File: src/rtl/amp_pkg.sv
`timescale 1ns / 1ps
`default_nettype none

package amp_pkg;

	// Fixed field widths
	localparam int SAMPLE_W = 16;
	localparam int POS_W    = 12;
	localparam int IN_DIM_W = 7;
	localparam int OUT_DIM_W = 4;
	localparam int CFG_W    = 7;
	localparam int REG_IDX_W = 3;
	// Bound dividend: (out bins) * (in dim) + out bins - 1
	localparam int NUM_W    = IN_DIM_W + OUT_DIM_W;

	// Register indices
	localparam logic [REG_IDX_W-1:0] REG_IN_HEIGHT  = 3'd0;
	localparam logic [REG_IDX_W-1:0] REG_IN_WIDTH   = 3'd1;
	localparam logic [REG_IDX_W-1:0] REG_OUT_HEIGHT = 3'd2;
	localparam logic [REG_IDX_W-1:0] REG_OUT_WIDTH  = 3'd3;
	localparam logic [REG_IDX_W-1:0] REG_REPORT_POS = 3'd4;

	// Register reset values
	localparam logic [IN_DIM_W-1:0]  IN_HEIGHT_RST  = 7'd64;
	localparam logic [IN_DIM_W-1:0]  IN_WIDTH_RST   = 7'd64;
	localparam logic [OUT_DIM_W-1:0] OUT_HEIGHT_RST = 4'd1;
	localparam logic [OUT_DIM_W-1:0] OUT_WIDTH_RST  = 4'd1;

	// Effective plane and bin geometry, already clamped
	typedef struct packed {
		logic [IN_DIM_W-1:0]  h;
		logic [IN_DIM_W-1:0]  w;
		logic [OUT_DIM_W-1:0] oh;
		logic [OUT_DIM_W-1:0] ow;
		logic                 report;
	} dims_t;

	// One pooled result word
	typedef struct packed {
		logic signed [SAMPLE_W-1:0] max_value;
		logic [POS_W-1:0]           max_position;
		logic                       last_of_plane;
	} res_t;

	localparam int RES_W = $bits(res_t);

endpackage

`default_nettype wire

File: src/rtl/amp_front.sv
`timescale 1ns / 1ps
`default_nettype none

// Loader: count samples, give each its store address, mark the plane end
module amp_front #(
	parameter int MAX_IN_DIM = 64
) (
	input  wire logic                         clk,
	input  wire logic                         arst_n,
	input  wire logic                         push,
	output logic                              full,
	input  wire logic [amp_pkg::SAMPLE_W-1:0] sample,
	input  wire logic                         restart,
	input  wire amp_pkg::dims_t               dims,
	input  wire logic                         cmd_full,
	output logic                              cmd_push,
	output logic [amp_pkg::SAMPLE_W-1:0]      cmd_sample,
	output logic [((MAX_IN_DIM*MAX_IN_DIM > 1) ? $clog2(MAX_IN_DIM*MAX_IN_DIM) : 1)-1:0] cmd_addr,
	output logic                              cmd_last
);

	localparam int DEPTH  = MAX_IN_DIM * MAX_IN_DIM;
	localparam int ADDR_W = (DEPTH > 1) ? $clog2(DEPTH) : 1;
	localparam int PROD_W = 2 * amp_pkg::IN_DIM_W;
	localparam int CMP_W  = (ADDR_W + 1 > PROD_W) ? ADDR_W + 1 : PROD_W;

	logic [ADDR_W-1:0] count_q;
	logic [PROD_W-1:0] size;
	logic              accept;
	logic              last;

	assign size     = PROD_W'(dims.h) * PROD_W'(dims.w);
	assign last     = (CMP_W'(count_q) + CMP_W'(1)) == CMP_W'(size);
	assign accept   = push && !cmd_full;
	assign full     = cmd_full;
	assign cmd_push = accept;
	assign cmd_sample = sample;
	assign cmd_addr = count_q;
	assign cmd_last = last;

	always_ff @(posedge clk or negedge arst_n) begin
		if (!arst_n) begin
			count_q <= '0;
		end else if (restart) begin
			// drop any part-loaded plane
			count_q <= '0;
		end else if (accept) begin
			count_q <= last ? '0 : count_q + 1'b1;
		end
	end

endmodule

`default_nettype wire

File: config.mk
export PLATFORM = sky130hd
export DESIGN_NAME = amp_front
export DESIGN_NICKNAME = d
export VERILOG_FILES = /design/src/rtl/amp_pkg.sv /design/src/rtl/amp_front.sv
export SDC_FILE = /design/constraint.sdc
export NUM_CORES = 1
export LEC_CHECK = 0
export ABC_AREA = 1
export BUFFER_PORTS_ARGS = -buffer_cell sky130_fd_sc_hd__buf_2
export CELL_PAD_IN_SITES_DETAIL_PLACEMENT = 1
export CELL_PAD_IN_SITES_GLOBAL_PLACEMENT = 2
export CORE_MARGIN = 2
export CORE_UTILIZATION = 29
export CTS_CLUSTER_DIAMETER = 150
export DETAILED_ROUTE_END_ITERATION = 8
export PLACE_DENSITY_LB_ADDON = 0.1
export SLEW_MARGIN = 5
export SYNTH_ARGS = -nofsm -noshare
export SYNTH_HDL_FRONTEND = slang
export SYNTH_SLANG_ARGS = --single-unit
File: constraint.sdc
create_clock -name clk -period 5.6 [get_ports clk]
set_input_delay 0.84 -clock clk [delete_from_list [all_inputs] [get_ports clk]]
set_output_delay 0.84 -clock clk [all_outputs]
set_load 0.05 [all_outputs]
==> flow_summary_export.csv <==
group,metric,value,unit
synthesis,synth_seq_cells,12,
route,ant_nets,0,
sta,finalHoldViolCount,0,
route,via_count,3059,
place,port_buffers,33,
power_and_ir_drop,power.density,263.0,mW/mm²
route,finalWirelength,8787,µm
sta,fin_crit,5.384,ns
floorplanning,die_x,106.9,µm
grt,grt_usage,16.42,%
floorplanning,die_h,106.9,µm
sta,fin_worst_skew,0.001614,ns
clock_tree,clock_latency,0.24,ns
route,via_per_inst,4.472,
grt,grt_pass1_wl,15320,µm
clock_tree,cts-root-buf,"clkbuf_8",
place,place_hpwl,7673,µm
floorplanning,boundaryPins,75,
sta,slew_headroom,46.91,%
worst_setup_path,worstPathRequired,4.76,ns
grt,grt_max_degree,13,
sta,fmax,185.8,MHz
finish,mostFrequentLayoutCells,"nand2_1, inv_1, nand3_1",
route,drtPass1Iterations,4,
clock_tree,cts.clk_slew.worst_paths,0.06,ns
place,placed_cell_area,0.003503,mm²
sta,drv_slew,0,
finish,nFillCells,1352,
clock_tree,cts_tree,"built",
finish,drive_above_1_share,23.72,%
finish,fin_nets,650,
synthesis,yosysWarningCount,0,
sta,hold_slack,0.4719,ns
finish,syn_to_final_growth,24.89,%
worst_setup_path,critPathLaunch,"dims[19]",
worst_setup_path,critPathLaunchType,"input port",
power_and_ir_drop,power.leakage,2.266,nW
clock_tree,cts_setup_buffers,0,
route,drc,0,
run,cap_viol_max_count,0,
sta,tns,0,ns
floorplanning,die-area,0.01143,mm²
synthesis,synth-seq-area-share,9.776,%
min_path,hold_path.class,"in -> async",
finish,final_common_cell,"nand2_1",
floorplanning,row_count,37,
finish,utilization,37.16,%
sta,worst_slack,0.2164,ns
sta,worstMarginPinSlew,0.7934,ns
synthesis,postSynthCellCount,499,
place,place_congestion,0.8045,
floorplanning,core,0.01032,mm²
worst_setup_path,worstReg2RegStart,"cmd_addr[0]",
finish,fin_area,0.003836,mm²
synthesis,syn_area_per_cell,6.156,µm²
sta,setup_viol,0,
floorplanning,start_util,29.75,%
clock_tree,clock-sinks,12,
power_and_ir_drop,ir_worst_vdd,0.0001588,V
finish,largest_register_ffs,12,
route,wl_per_cell,12.85,µm
worst_setup_path,crit_fanout,6,
finish,antenna_cells,0,
synthesis,syn-num-nets,600,
sta,fin_crit_sh,96.14,%
place,dpl_worst_slack,-0.2226,ns
run_status,run_status,"completed",
finish,seqCellArea,300.3,µm²
grt,grt_pass1_vias,3299,
grt,antenna_found_initial,0,
synthesis,syn_area,0.003072,mm²
worst_setup_path,end_kind,"output pin",
worst_setup_path,crit_arrival,4.54,ns
route,drt_iter0_markers,77,
clock_tree,cts-buffers-inserted,3,
clock_tree,clock_path_buffers,2,
finish,multiInputGateArea,0.002461,mm²
clock_tree,cts.htree.levels,1,
grt,grt_overflow_total,0,
synthesis,synth_cell_types,27,
worst_setup_path,critPathKind,"in -> out",
-- cell families (layout without fill, tap and decap cells) --
logic type	after synthesis	in the layout	share of synthesized area [%]
and+or+nand+nor	293	293	40.33
buffers and inverters	121	170	17.15
adders and majority gates	57	57	29.08
DFF	12	12	9.776
AOI/OAI and AO/OA	10	10	1.955
xor gates and xnor gates	6	6	1.711
-- per-layer routing --
layer	vias up	global-route usage (%)	part of all wire (%)
met5	-	0	0
met4	0	1.391	0.14
met3	2	0.9726	2.2
met2	52	32.30	54
met1	1419	20.24	44
li1	1586	-	-
-- critical path, cell delays in order --
cell and delay (ns):
buf_8 0.10, nand2_4 0.05, fa_1 0.56, fa_1 0.46, fa_1 0.54, inv_2 0.04, fa_1 0.50, ha_4 0.33
nand2_4 0.06, nand2_4 0.09, inv_2 0.05, nand2_2 0.06, nand2_2 0.06, nand4_1 0.13, nand2_1 0.07, nand2_1 0.05
nand2_1 0.06, nor2_2 0.13, nand3_2 0.11, inv_2 0.10, buf_8 0.14
-- metrics by stage --
stage,instances,total power (W)
after floorplan,499,0.0005620
after global placement,680,0.0007429
after detailed placement,680,0.0007629
after CTS,684,0.0009000
after global routing,684,0.001139
final,684,0.001009
-- timing repair --
item | in CTS | in global routing
pin swaps | 5 | 27
setup endpoints to repair | 1 | 1
hold buffers | 0 | 0
gates resized for setup | 12 | 62
-- synth_stat cells --
cell type / n / share of area, %
buf_4: 17 / 4.2
xnor2_1: 1 / 0.29
xor2_1: 5 / 1.4
buf_2: 1 / 0.16
clkbuf_1: 2 / 0.24
a21oi_1: 5 / 0.81
o21ai_0: 1 / 0.16
o21bai_1: 3 / 0.73
buf_6: 1 / 0.37
fa_1: 24 / 16
nand3_1: 43 / 7.0
inv_2: 3 / 0.37
dfrtp_1: 12 / 9.8
nor2_1: 33 / 4.0
nor2_4: 3 / 1.1
nor2_2: 4 / 0.81
nand4_1: 6 / 1.2
or2_2: 1 / 0.20
a21o_1: 1 / 0.24
inv_1: 97 / 12
nand2_2: 6 / 1.2
nand2_4: 1 / 0.37
ha_1: 33 / 13
nand3b_1: 1 / 0.24
or2_1: 1 / 0.20
nand2_1: 193 / 24
nand3_2: 1 / 0.33
-- worst paths after layout --
path / end / slack (ns) / depth (start not counted)
max: cmd_last / 0.22 / 21
min: cmd_addr[5] / 0.47 / 1
max reg2reg: cmd_addr[8] / 3.28 / 15
min reg2reg: cmd_addr[11] / 0.57 / 2
max in group asynchronous: cmd_addr[7] / 4.91 / 1
min in group clk: cmd_addr[11] / 0.57 / 2
-- layout make-up --
class / count / share of cell area (%)
tap: 136 / 4.436
timing repair buffer: 66 / 12.36
clock buffer: 4 / 1.435
sequential: 12 / 7.828
inverter: 100 / 9.785
multi-input combinational: 366 / 64.16
-- report_power, final --
group | switching, W | internal, W
clock | 0.0000342 | 0.0000622
sequential | 0.00000199 | 0.0000875
combinational | 0.000466 | 0.000358
total | 0.000502 | 0.000507
Power figures use the tool's default switching activity.
