==> config.mk <==
export PLATFORM = sky130hd
export DESIGN_NAME = amp_fifo
export DESIGN_NICKNAME = d
export VERILOG_FILES = /design/src/rtl/amp_fifo.sv
export SDC_FILE = /design/constraint.sdc
export NUM_CORES = 1
export LEC_CHECK = 0
export BUFFER_PORTS_ARGS = -buffer_cell sky130_fd_sc_hd__buf_2
export CAP_MARGIN = 10
export CORE_MARGIN = 2
export CORE_UTILIZATION = 44
export DETAILED_ROUTE_END_ITERATION = 8
export PLACE_DENSITY = 0.72
export SYNTH_ARGS = -nofsm -noshare
export SYNTH_HDL_FRONTEND = slang
export SYNTH_SLANG_ARGS = --single-unit
==> constraint.sdc <==
create_clock -name clk -period 1.44 [get_ports clk]
set_input_delay 0.288 -clock clk [delete_from_list [all_inputs] [get_ports clk]]
set_output_delay 0.288 -clock clk [all_outputs]
set_load 0.005 [all_outputs]
==> src/rtl/amp_fifo.sv <==
`timescale 1ns / 1ps
`default_nettype none

module amp_fifo #(
	parameter int WIDTH = 8,
	parameter int DEPTH = 2
) (
	input  wire logic             clk,
	input  wire logic             arst_n,
	input  wire logic             push,
	input  wire logic [WIDTH-1:0] din,
	output logic                  full,
	input  wire logic             pop,
	output logic [WIDTH-1:0]      dout,
	output logic                  empty
);

	localparam int PTR_W = (DEPTH > 1) ? $clog2(DEPTH) : 1;

	logic [WIDTH-1:0] slot_q [DEPTH];
	logic [PTR_W-1:0] wr_ptr_q;
	logic [PTR_W-1:0] rd_ptr_q;
	logic [PTR_W:0]   count_q;
	logic             do_push;
	logic             do_pop;

	assign full    = (count_q == (PTR_W+1)'(DEPTH));
	assign empty   = (count_q == '0);
	assign do_push = push && !full;
	assign do_pop  = pop && !empty;
	assign dout    = slot_q[rd_ptr_q];

	always_ff @(posedge clk or negedge arst_n) begin
		if (!arst_n) begin
			wr_ptr_q <= '0;
			rd_ptr_q <= '0;
			count_q  <= '0;
		end else begin
			if (do_push) begin
				wr_ptr_q <= wr_ptr_q + 1'b1;
			end
			if (do_pop) begin
				rd_ptr_q <= rd_ptr_q + 1'b1;
			end
			if (do_push && !do_pop) begin
				count_q <= count_q + 1'b1;
			end else if (do_pop && !do_push) begin
				count_q <= count_q - 1'b1;
			end
		end
	end

	always_ff @(posedge clk) begin
		if (do_push) begin
			slot_q[wr_ptr_q] <= din;
		end
	end

endmodule

`default_nettype wire

==> results.toml, run 1 <==
[timing]
fmax_ghz = 0.638
setup_viol = 8
tightest_slew_ns = 0.398
skew_ns = 0.00116
final.period_utilization = 1.09
fin_ws_ns = -0.128
fin_crit_ns = 1.57
slew_viol_final = 0
hold_violations = 0
slew_headroom = 0.734
rsz0062_at_grt = "yes"

[worst_setup_path]
critical_path_class = "register to output port"
worst_ep_arrival_time_ns = 1.28
critPathLaunchType = "register"
crit_fanout = 4
crit_path_end_kind = "output port"
critPathRequiredTime_ns = 1.15

[logic_synthesis]
syn-instance-count = 44
ys_seq_elements = 20
yosys_warnings = 0
synth_area_sq_um = 782
synth_compound_area_frac = 0.00640
synth-xor-area-share = 0.0656
synth_top_family_by_area = "multiplexers"
yosysSeqAreaShare = 0.742
synthMuxAreaShare = 0.115
avgSynthCellArea_sq_um = 17.8
synth-adder-area-share = 0.0160
synth_cell_types = 15
synth.net_count = 57
synth-simple-area-share = 0.0384

[floorplan]
coreArea_sq_mm = 0.00169
io_pins = 22
initial_core_util = 0.463
dieHeight_microns = 46.2
die_area_sq_mm = 0.00213
row_count = 15
die-width_microns = 46.2

[power_and_ir_drop]
p_total_uw = 2190
power_density_mw_per_mm2 = 1970
irDropWorstVdd_mv = 1.32
pwr-share-seq = 0.416
sw_frac_of_total = 0.285
p_leak_uw = 0.000488
clkPwrFrac = 0.114
p_comb_frac = 0.470
p_switching_uw = 624
intPower_uw = 1570

[clock_tree]
cts_buffers = 3
ctsLongestPathBuffers = 2
cts_num_sinks = 20
cts_tree = "built"
clk_latency_ns = 0.28
clockRootBuffer = "clkbuf_4"
clkTransAtPathRegs_ns = 0.10
h-tree-depth = 1

[finish]
antennaDiodeCount = 0
fill_cells = 135
layout-drive-gt1-share = 0.623
area_delta_synth_final_pct = 42.4
stdcell_count = 94
final_nets = 91
final_area_sq_mm = 0.00111

[routing]
ant_nets = 0
drt_iter0_markers = 9
dr_wl_met3_microns = 61
wirelength_mm = 1.20
wire_per_inst_microns = 12.7
met1Wirelength_microns = 524
wl_met2_microns = 594
top_layer = "met4"
num_vias = 465
drcViolationCount = 0
routed_via_density = 4.95
drt_first_pass_iters = 3

[global_route]
antenna_found_initial = 0
grt_overflow = 0
grt_pass1_wl_mm = 1.85
grt_use_total = 0.132
grt_max_degree = 12
grt_pass1_vias = 427

[worst_hold_path]
hold_class = "input pin to register"

[run_status]
violations = "negative setup slack"
status = "complete, but fails checks"

[placed_design]
post-place-cells = 85
placed_cell_area_sq_um = 933
portBuffers = 21
place_congestion = 0.612
place_hpwl_microns = 837

[flow_run]
drv_cap = 0
==> what timing repair did <==
action | in CTS | in global routing
buffers inserted | 4 | 0
setup endpoints to repair | 8 | 16
pin swaps | 0 | 3
endpoints found under the hold margin | 4 | 0
hold buffers | 1 | 0
gates resized for setup | 18 | 8
gates cloned | 0 | 0
==> layout by cell type, fill, tap and decap left out, drive strengths merged <==
| cell | Yosys | final |
|---|---|---|
| buf | 1 | 29 |
| edfxtp | 16 | 16 |
| mux2 | 8 | 8 |
| dfrtp | 4 | 4 |
| clkbuf | 0 | 3 |
| nor2 | 3 | 3 |
| xnor2 | 3 | 3 |
| xor2 | 2 | 2 |
| inv | 2 | 2 |
| nand2b | 1 | 1 |
| nand2 | 1 | 1 |
| o21ai | 1 | 1 |
| and3 | 1 | 1 |
| ha | 1 | 1 |
| clkinv | 0 | 1 |
| dlygate4sd3 | 0 | 1 |
==> layer usage <==
| metal | vias up | global-route usage |
|---|---|---|
| li1 | 226 | - |
| met1 | 223 | 0.143 |
| met2 | 14 | 0.211 |
| met3 | 2 | 0.0549 |
| met4 | 0 | 0.0857 |
| met5 | - | 0 |
==> kinds of logic after synthesis <==
group | after synthesis
compound gates | 1
xor+xnor | 5
fa+ha+maj | 1
buf+inv | 3
flops | 20
mux | 8
simple gates | 6
==> cells in the mapped netlist (all sizes together) <==
| cell | n | share of area |
|---|---|---|
| and3 | 1 | 0.0080 |
| buf | 1 | 0.0064 |
| dfrtp | 4 | 0.13 |
| edfxtp | 16 | 0.61 |
| ha | 1 | 0.016 |
| inv | 2 | 0.0096 |
| mux2 | 8 | 0.12 |
| nand2 | 1 | 0.0080 |
| nand2b | 1 | 0.0080 |
| nor2 | 3 | 0.014 |
| o21ai | 1 | 0.0064 |
| xnor2 | 3 | 0.043 |
| xor2 | 2 | 0.022 |
==> cell type report <==
cell class	instances	area (sq um)	share of cell area
multi-input cells	21	246	0.221
well taps	17	21.3	0.0191
inverters	2	7.51	0.00674
clock inverters	1	3.75	0.00337
repair buffers	30	230	0.207
clock buffers	3	22.5	0.0202
flip-flops and latches	20	582	0.522
==> power by group through the flow <==
stage | clock (uW) | combinational, uW | sequential [uW]
final | 251 | 1030 | 911
after floorplan | 0 | 405 | 881
after detailed placement | 0 | 614 | 939
after global placement | 0 | 598 | 931
after global routing | 289 | 1120 | 929
after CTS | 263 | 958 | 894
==> flip-flops by register name, summed over array words and instances (netlist names) <==
name,count
slot_q,16
rd_ptr_q,1
count_q,2
wr_ptr_q,1
==> worst paths after layout <==
check / start / to / slack (ns) / depth (start not counted)
min reg2reg: wr_ptr_q / wr_ptr_q / 0.53 / 1
max in group asynchronous: arst_n / rd_ptr_q / 0.98 / 2
max: rd_ptr_q / dout[1] / -0.13 / 3
min: din[7] / slot_q[1][7] / 0.18 / 1
min in group asynchronous: arst_n / wr_ptr_q / 0.32 / 2
max reg2reg: count_q[1] / slot_q[1][5] / 0.12 / 2
==> critical path, stage by stage (launching register included) <==
cell     delay [ns]
dfrtp_2        0.45
buf_6          0.14
mux2_4         0.30
buf_6          0.12
==> stage by stage <==
step                      worst slack (ns)  hold slack (ns)  utilization  setup TNS (ns)
after floorplan                     0.0478         -0.00759            -               0
after detailed placement            0.0433            0.101        0.553               0
after global placement              0.0865           0.0985        0.553               0
final                               -0.128            0.182        0.659          -0.945
after global routing                -0.181            0.156        0.659           -1.36
after CTS                           -0.130            0.171        0.635          -0.965
(Power assumes the default switching activity.)
==> inputs of run 2 (changes only) <==
--- a/config.mk
+++ b/config.mk
@@ -5,12 +5,13 @@
 export SDC_FILE = /design/constraint.sdc
 export NUM_CORES = 1
 export LEC_CHECK = 0
+export ABC_AREA = 1
 export BUFFER_PORTS_ARGS = -buffer_cell sky130_fd_sc_hd__buf_2
 export CAP_MARGIN = 10
 export CORE_MARGIN = 2
 export CORE_UTILIZATION = 44
 export DETAILED_ROUTE_END_ITERATION = 8
-export PLACE_DENSITY = 0.72
+export PLACE_DENSITY = 0.71
 export SYNTH_ARGS = -nofsm -noshare
 export SYNTH_HDL_FRONTEND = slang
 export SYNTH_SLANG_ARGS = --single-unit
==> run 2 against run 1 <==
Net effect: the run now ends clean; worst hold slack got worse by 0.010 ns; design area decreased by 3.9%; register-to-register slack got worse by 0.02 ns; wire length grew 12%; clock power rose by 76%; critical path type unchanged.
==> results.toml, run 2 <==
[placed_design]
place_congestion = 0.733
placed_cell_area_sq_um = 963
place_hpwl_mm = 1.04
portBuffers = 21
post-place-cells = 121

[clock_tree]
clkTransAtPathRegs_ns = 0.11
cts_num_sinks = 20
cts_tree = "built"
ctsLongestPathBuffers = 2
clk_latency_ns = 0.29
h-tree-depth = 1
cts_buffers = 3
clockRootBuffer = "clkbuf_4"

[floorplan]
io_pins = 22
coreArea_sq_mm = 0.00173
dieHeight_microns = 46.9
row_count = 15
die_area_sq_mm = 0.00220
initial_core_util = 0.469
die-width_microns = 46.9

[timing]
worst_hold_slack_ns = 0.172
fin_crit_ns = 1.41
slew_headroom = 0.858
slew_viol_final = 0
tightest_slew_ns = 0.210
fmax_ghz = 0.710
setup_viol = 0
hold_violations = 0
skew_ns = 0.00785
final.period_utilization = 0.978
rsz0062_at_grt = "yes"

[worst_setup_path]
startpoint = "rd_ptr_q"
r2r-start = "count_q[0]"
crit_path_end_kind = "output port"
r2r-end = "count_q[1]"
critPathRequiredTime_ns = 1.15
worst_ep_arrival_time_ns = 1.12
crit_fanout = 5
critical_path_class = "register to output port"
critPathLaunchType = "register"
r2r_cells = 7
r2r_slack_ns = 0.10
setup.worst_path.end = "dout[3]"

[finish]
fill_cells = 157
layout-drive-gt1-share = 0.408
seq_area_sq_um = 583
reg.largest.list = "slot_q x16, count_q x2"
multi_input_area_sq_um = 206
area_delta_synth_final_pct = 32.1
post-route-util = 0.620
final_area_sq_mm = 0.00107
layout_commonest_cell = "nand2_1"
final_nets = 117
registers.top_by_ff_count = "slot_q"
largest_reg_flops = 16
antennaDiodeCount = 0
stdcell_count = 128
layout_common_cells = "nand2_1 (28), buf_2 (21), edfxtp_1 (16), nand2_2 (5), inv_1 (5)"

[power_and_ir_drop]
p_comb_frac = 0.362
pwr-share-seq = 0.430
p_leak_uw = 0.000495
p_switching_uw = 683
p_total_uw = 2130
power_density_mw_per_mm2 = 2000
clkPwrFrac = 0.207
intPower_uw = 1450
sw_frac_of_total = 0.320
irDropWorstVdd_mv = 1.34

[worst_hold_path]
hold_depth = 1
hold_class = "input pin to register"

[logic_synthesis]
yosys.area.top_type = "edfxtp_1"
netlist_top_cells_count = "nand2_1 (33), edfxtp_1 (16), inv_1 (7), dfrtp_1 (4)"
ys_seq_elements = 20
synth_cell_types = 14
synth_area_sq_um = 810
syn-instance-count = 73
yosysSeqAreaShare = 0.717
synth_ff_type = "edfxtp_1"
avgSynthCellArea_sq_um = 11.1
synth_top_area_share = 0.594
synth.top_cells.by_area = "edfxtp_1 (59%), nand2_1 (15%), dfrtp_1 (12%), inv_1 (3.2%), ha_1 (1.5%)"
synth.net_count = 86
synth_enable_flop_cells = 16
synthArstFlopShare = 0.200
synth.most_common_cell = "nand2_1"
yosys_warnings = 0

[routing]
wire_per_inst_microns = 10.4
drt_iter0_markers = 6
num_vias = 558
ant_nets = 0
drt_first_pass_iters = 4
routed_via_density = 4.36
drcViolationCount = 0
wirelength_mm = 1.34

[global_route]
grt_pass1_wl_mm = 2.10
antenna_found_initial = 0
grt_pass1_vias = 535
grt_max_degree = 13
grt_overflow = 0
grt_use_total = 0.138

[flow_run]
drv_cap = 0

[run_status]
status = "complete, no violations"
[run 2: changes by cell type in the layout (fill, tap and decap cells not counted), moves of 2 or more]
cell,change
nand2_1,+28
buf_6,-8
buf_2,+7
mux2_4,-7
nand2_2,+5
inv_1,+4
buf_4,-2
xor2_1,-2
[run 2: what timing repair did]
item / in CTS / in global routing
gates resized for setup: 1 / 12
hold endpoints to repair: 4 / 0
pin swaps: 0 / 2
hold buffers: 1 / 0
endpoints found under the setup margin: 2 / 18
buffers inserted: 1 / 1
[run 2: worst max-delay path, cell delays in order, from the launching register on]
cell and delay (ns):
dfrtp_2 0.47, buf_6 0.15, nand2_1 0.05, nand2_1 0.04, buf_2 0.12
[run 2: area by class of cell]
type / instances / area share
inverters: 8 / 0.0339
repair buffers: 27 / 0.150
multi-input cells: 44 / 0.193
well taps: 25 / 0.0292
flip-flops and latches: 20 / 0.545
clock inverters: 1 / 0.0281
clock buffers: 3 / 0.0211
[run 2: logic make-up (layout without fill, tap and decap cells)]
logic type,Yosys count,in the layout,synth area share
compound gates,2,2,0.0124
buf+inv,9,39,0.0433
simple gates,40,40,0.201
fa+ha+maj,1,1,0.0155
flops,20,20,0.717
xor+xnor,1,1,0.0108
[run 2: per-stage QoR]
stage	setup slack, ns	setup TNS, ns
floorplan	0.118	0
global placement	0.0431	0
detailed placement	0.0322	0
CTS	0.00859	0
global route	-0.0340	-0.180
finish	0.0310	0
[run 2: power groups by stage]
stage                     logic (uW)  clock network [uW]  registers [uW]
after detailed placement         687                   0             913
after global placement           670                   0             901
final                            773                 443             918
after CTS                        711                 452             903
after floorplan                  433                   0             872
after global routing             878                 474             942
[run 2: worst min-delay path by stage]
stage / startpoint / endpoint / slack (ns)
floorplan: arst_n / count_q[0] / -0.008
global placement: arst_n / count_q[0] / 0.1
detailed placement: arst_n / count_q[1] / 0.10
CTS: din[3] / slot_q[1][3] / 0.17
global route: din[6] / slot_q[1][6] / 0.16
finish: din[3] / slot_q[0][3] / 0.17
[run 2: per-layer routing]
metal,vias to the layer above,part of all wire,track usage
met1,242,0.43,0.173
met3,2,0.047,0.0346
met4,0,0.0090,0.0500
met5,-,0,0
li1,298,-,-
met2,16,0.52,0.233
==> inputs of run 3 (changes only) <==
--- a/config.mk
+++ b/config.mk
@@ -11,7 +11,7 @@
 export CORE_MARGIN = 2
 export CORE_UTILIZATION = 44
 export DETAILED_ROUTE_END_ITERATION = 8
-export PLACE_DENSITY = 0.71
+export PLACE_DENSITY = 0.73
 export SYNTH_ARGS = -nofsm -noshare
 export SYNTH_HDL_FRONTEND = slang
 export SYNTH_SLANG_ARGS = --single-unit
==> run 3 against run 2 <==
Net effect: worst hold slack worse by 0.0097 ns; sequential power about the same; non-clock buffer count unchanged; clock skew shrank 0.0040 ns; count of clock-buffer cells in the layout did not move; design area is 1.2% higher; via count increased by 8.4%; largest cell class unchanged; first-iteration DRC count grew 120%; wire length grew 7.4%; sequential share of layout area fell by 0.63 points; fmax shrank 1.6%.
==> results.toml, run 3 (synthesized netlist as in run 2, its figures left out) <==
[timing]
fmax_ghz = 0.698
final.period_utilization = 0.994
tightest_slew_ns = 0.303
slew_viol_final = 0
hold_violations = 0
fin_crit_ns = 1.43
slew_headroom = 0.797
setup_viol = 0
skew_ns = 0.00387
rsz0062_at_grt = "yes"

[clock_tree]
clkTransAtPathRegs_ns = 0.11
ctsLongestPathBuffers = 2
cts_tree = "built"
h-tree-depth = 1
cts_num_sinks = 20
clk_latency_ns = 0.31
cts_buffers = 3
clockRootBuffer = "clkbuf_4"

[worst_setup_path]
cp_num_buf_inv = 2
worst_ep_arrival_time_ns = 1.14
startpoint = "count_q[1]"
critPathRequiredTime_ns = 1.15
cp_slowest_cell = "dfrtp_1"
r2r_slack_ns = 0.07
critical_path_class = "register to output port"
slowest_delay_ns = 0.42
critPathLaunchType = "register"
cp_top_family = "flip-flops"
crit_fanout = 3
crit_path_end_kind = "output port"
crit_chain = "buf_4 > nor2_1 > buf_2"
r2r-start = "count_q[0]"

[finish]
layout_common_cells = "nand2_1 (27), buf_2 (21), edfxtp_1 (16), inv_1 (7), nand2_2 (6)"
post-route-util = 0.627
layout_commonest_cell = "nand2_1"
largest_reg_flops = 16
layout-drive-gt1-share = 0.398
area_delta_synth_final_pct = 33.7
reg.largest.list = "slot_q x16, count_q x2"
final_nets = 117
fill_cells = 148
registers.top_by_ff_count = "slot_q"
antennaDiodeCount = 0

[routing]
wirelength_mm = 1.44
drt_first_pass_iters = 4
wire_per_inst_microns = 11.2
routed_via_density = 4.73
drt_iter0_markers = 13
num_vias = 605
drcViolationCount = 0
ant_nets = 0

[floorplan]
coreArea_sq_mm = 0.00173
row_count = 15
die_area_sq_mm = 0.00220
dieHeight_microns = 46.9
die-width_microns = 46.9
initial_core_util = 0.469
io_pins = 22

[global_route]
antenna_found_initial = 0
grt_use_total = 0.141
grt_pass1_vias = 507
grt_overflow = 0
grt_pass1_wl_mm = 2.06
grt_max_degree = 13

[worst_hold_path]
holdCritStartpoint = "din[3]"
hold_class = "input pin to register"

[power_and_ir_drop]
p_total_uw = 2210
irDropWorstVdd_mv = 1.30
p_leak_uw = 0.000508
power_density_mw_per_mm2 = 2040

[placed_design]
portBuffers = 21
place_congestion = 0.720
place_hpwl_mm = 1.00

[run_status]
status = "complete, no violations"

[flow_run]
drv_cap = 0
[run 3: cell count changes in the layout (fill, tap and decap cells not counted), sizes merged]
cell	previous run	this run
clkinvlp	1	0
inv	7	8
[run 3: repair_timing]
item	in CTS	in global routing
setup buffers	1	2
hold buffers	1	0
hold endpoints to repair	4	0
pin swaps	0	6
resized for setup	4	8
endpoints found under the setup margin	9	11
[run 3: report_power, final]
part           switching, uW  internal (uW)
clock                    172            282
combinational            441            394
sequential               110            810
total                    724           1490
[run 3: per-layer routing]
| metal | track usage | vias up | wire (microns) |
|---|---|---|---|
| li1 | - | 296 | - |
| met1 | 0.164 | 278 | 623 |
| met2 | 0.219 | 25 | 680 |
| met3 | 0.0231 | 6 | 88 |
| met4 | 0.133 | 0 | 44 |
| met5 | 0 | - | 0 |
[run 3: path summary, 6_finish.rpt]
| path | endpoint | cells past startpoint |
|---|---|---|
| worst max-delay path | empty | 3 |
| worst min-delay path | slot_q[1][3] | 1 |
| worst max register to register | count_q[1] | 6 |
| worst min register to register | wr_ptr_q | 2 |
| max in group asynchronous | rd_ptr_q | 2 |
| min in group asynchronous | count_q[1] | 2 |
[run 3: through the flow]
step | setup TNS (ns) | cells | worst slack (ns) | cell area (sq um) | hold WS (ns)
2_1_floorplan | 0 | 73 | 0.118 | 810 | -0.00759
3_3_place_gp | 0 | 120 | 0.0482 | 956 | 0.0986
3_5_place_dp | 0 | 120 | 0.000861 | 956 | 0.0988
4_1_cts | 0 | 126 | 0.0121 | 1050 | 0.153
5_1_grt | -0.0896 | 128 | -0.0284 | 1080 | 0.160
6_report | 0 | 128 | 0.00832 | 1080 | 0.162
[run 3: layout make-up]
class                      count  area [sq um]  share of cell area
clock buffer                   3          22.5              0.0208
multi-input combinational     44           214               0.198
timing repair buffer          27           169               0.156
clock inverter                 1          30.0              0.0277
inverter                       8          32.5              0.0301
tap                           25          31.3              0.0289
sequential                    20           583               0.539
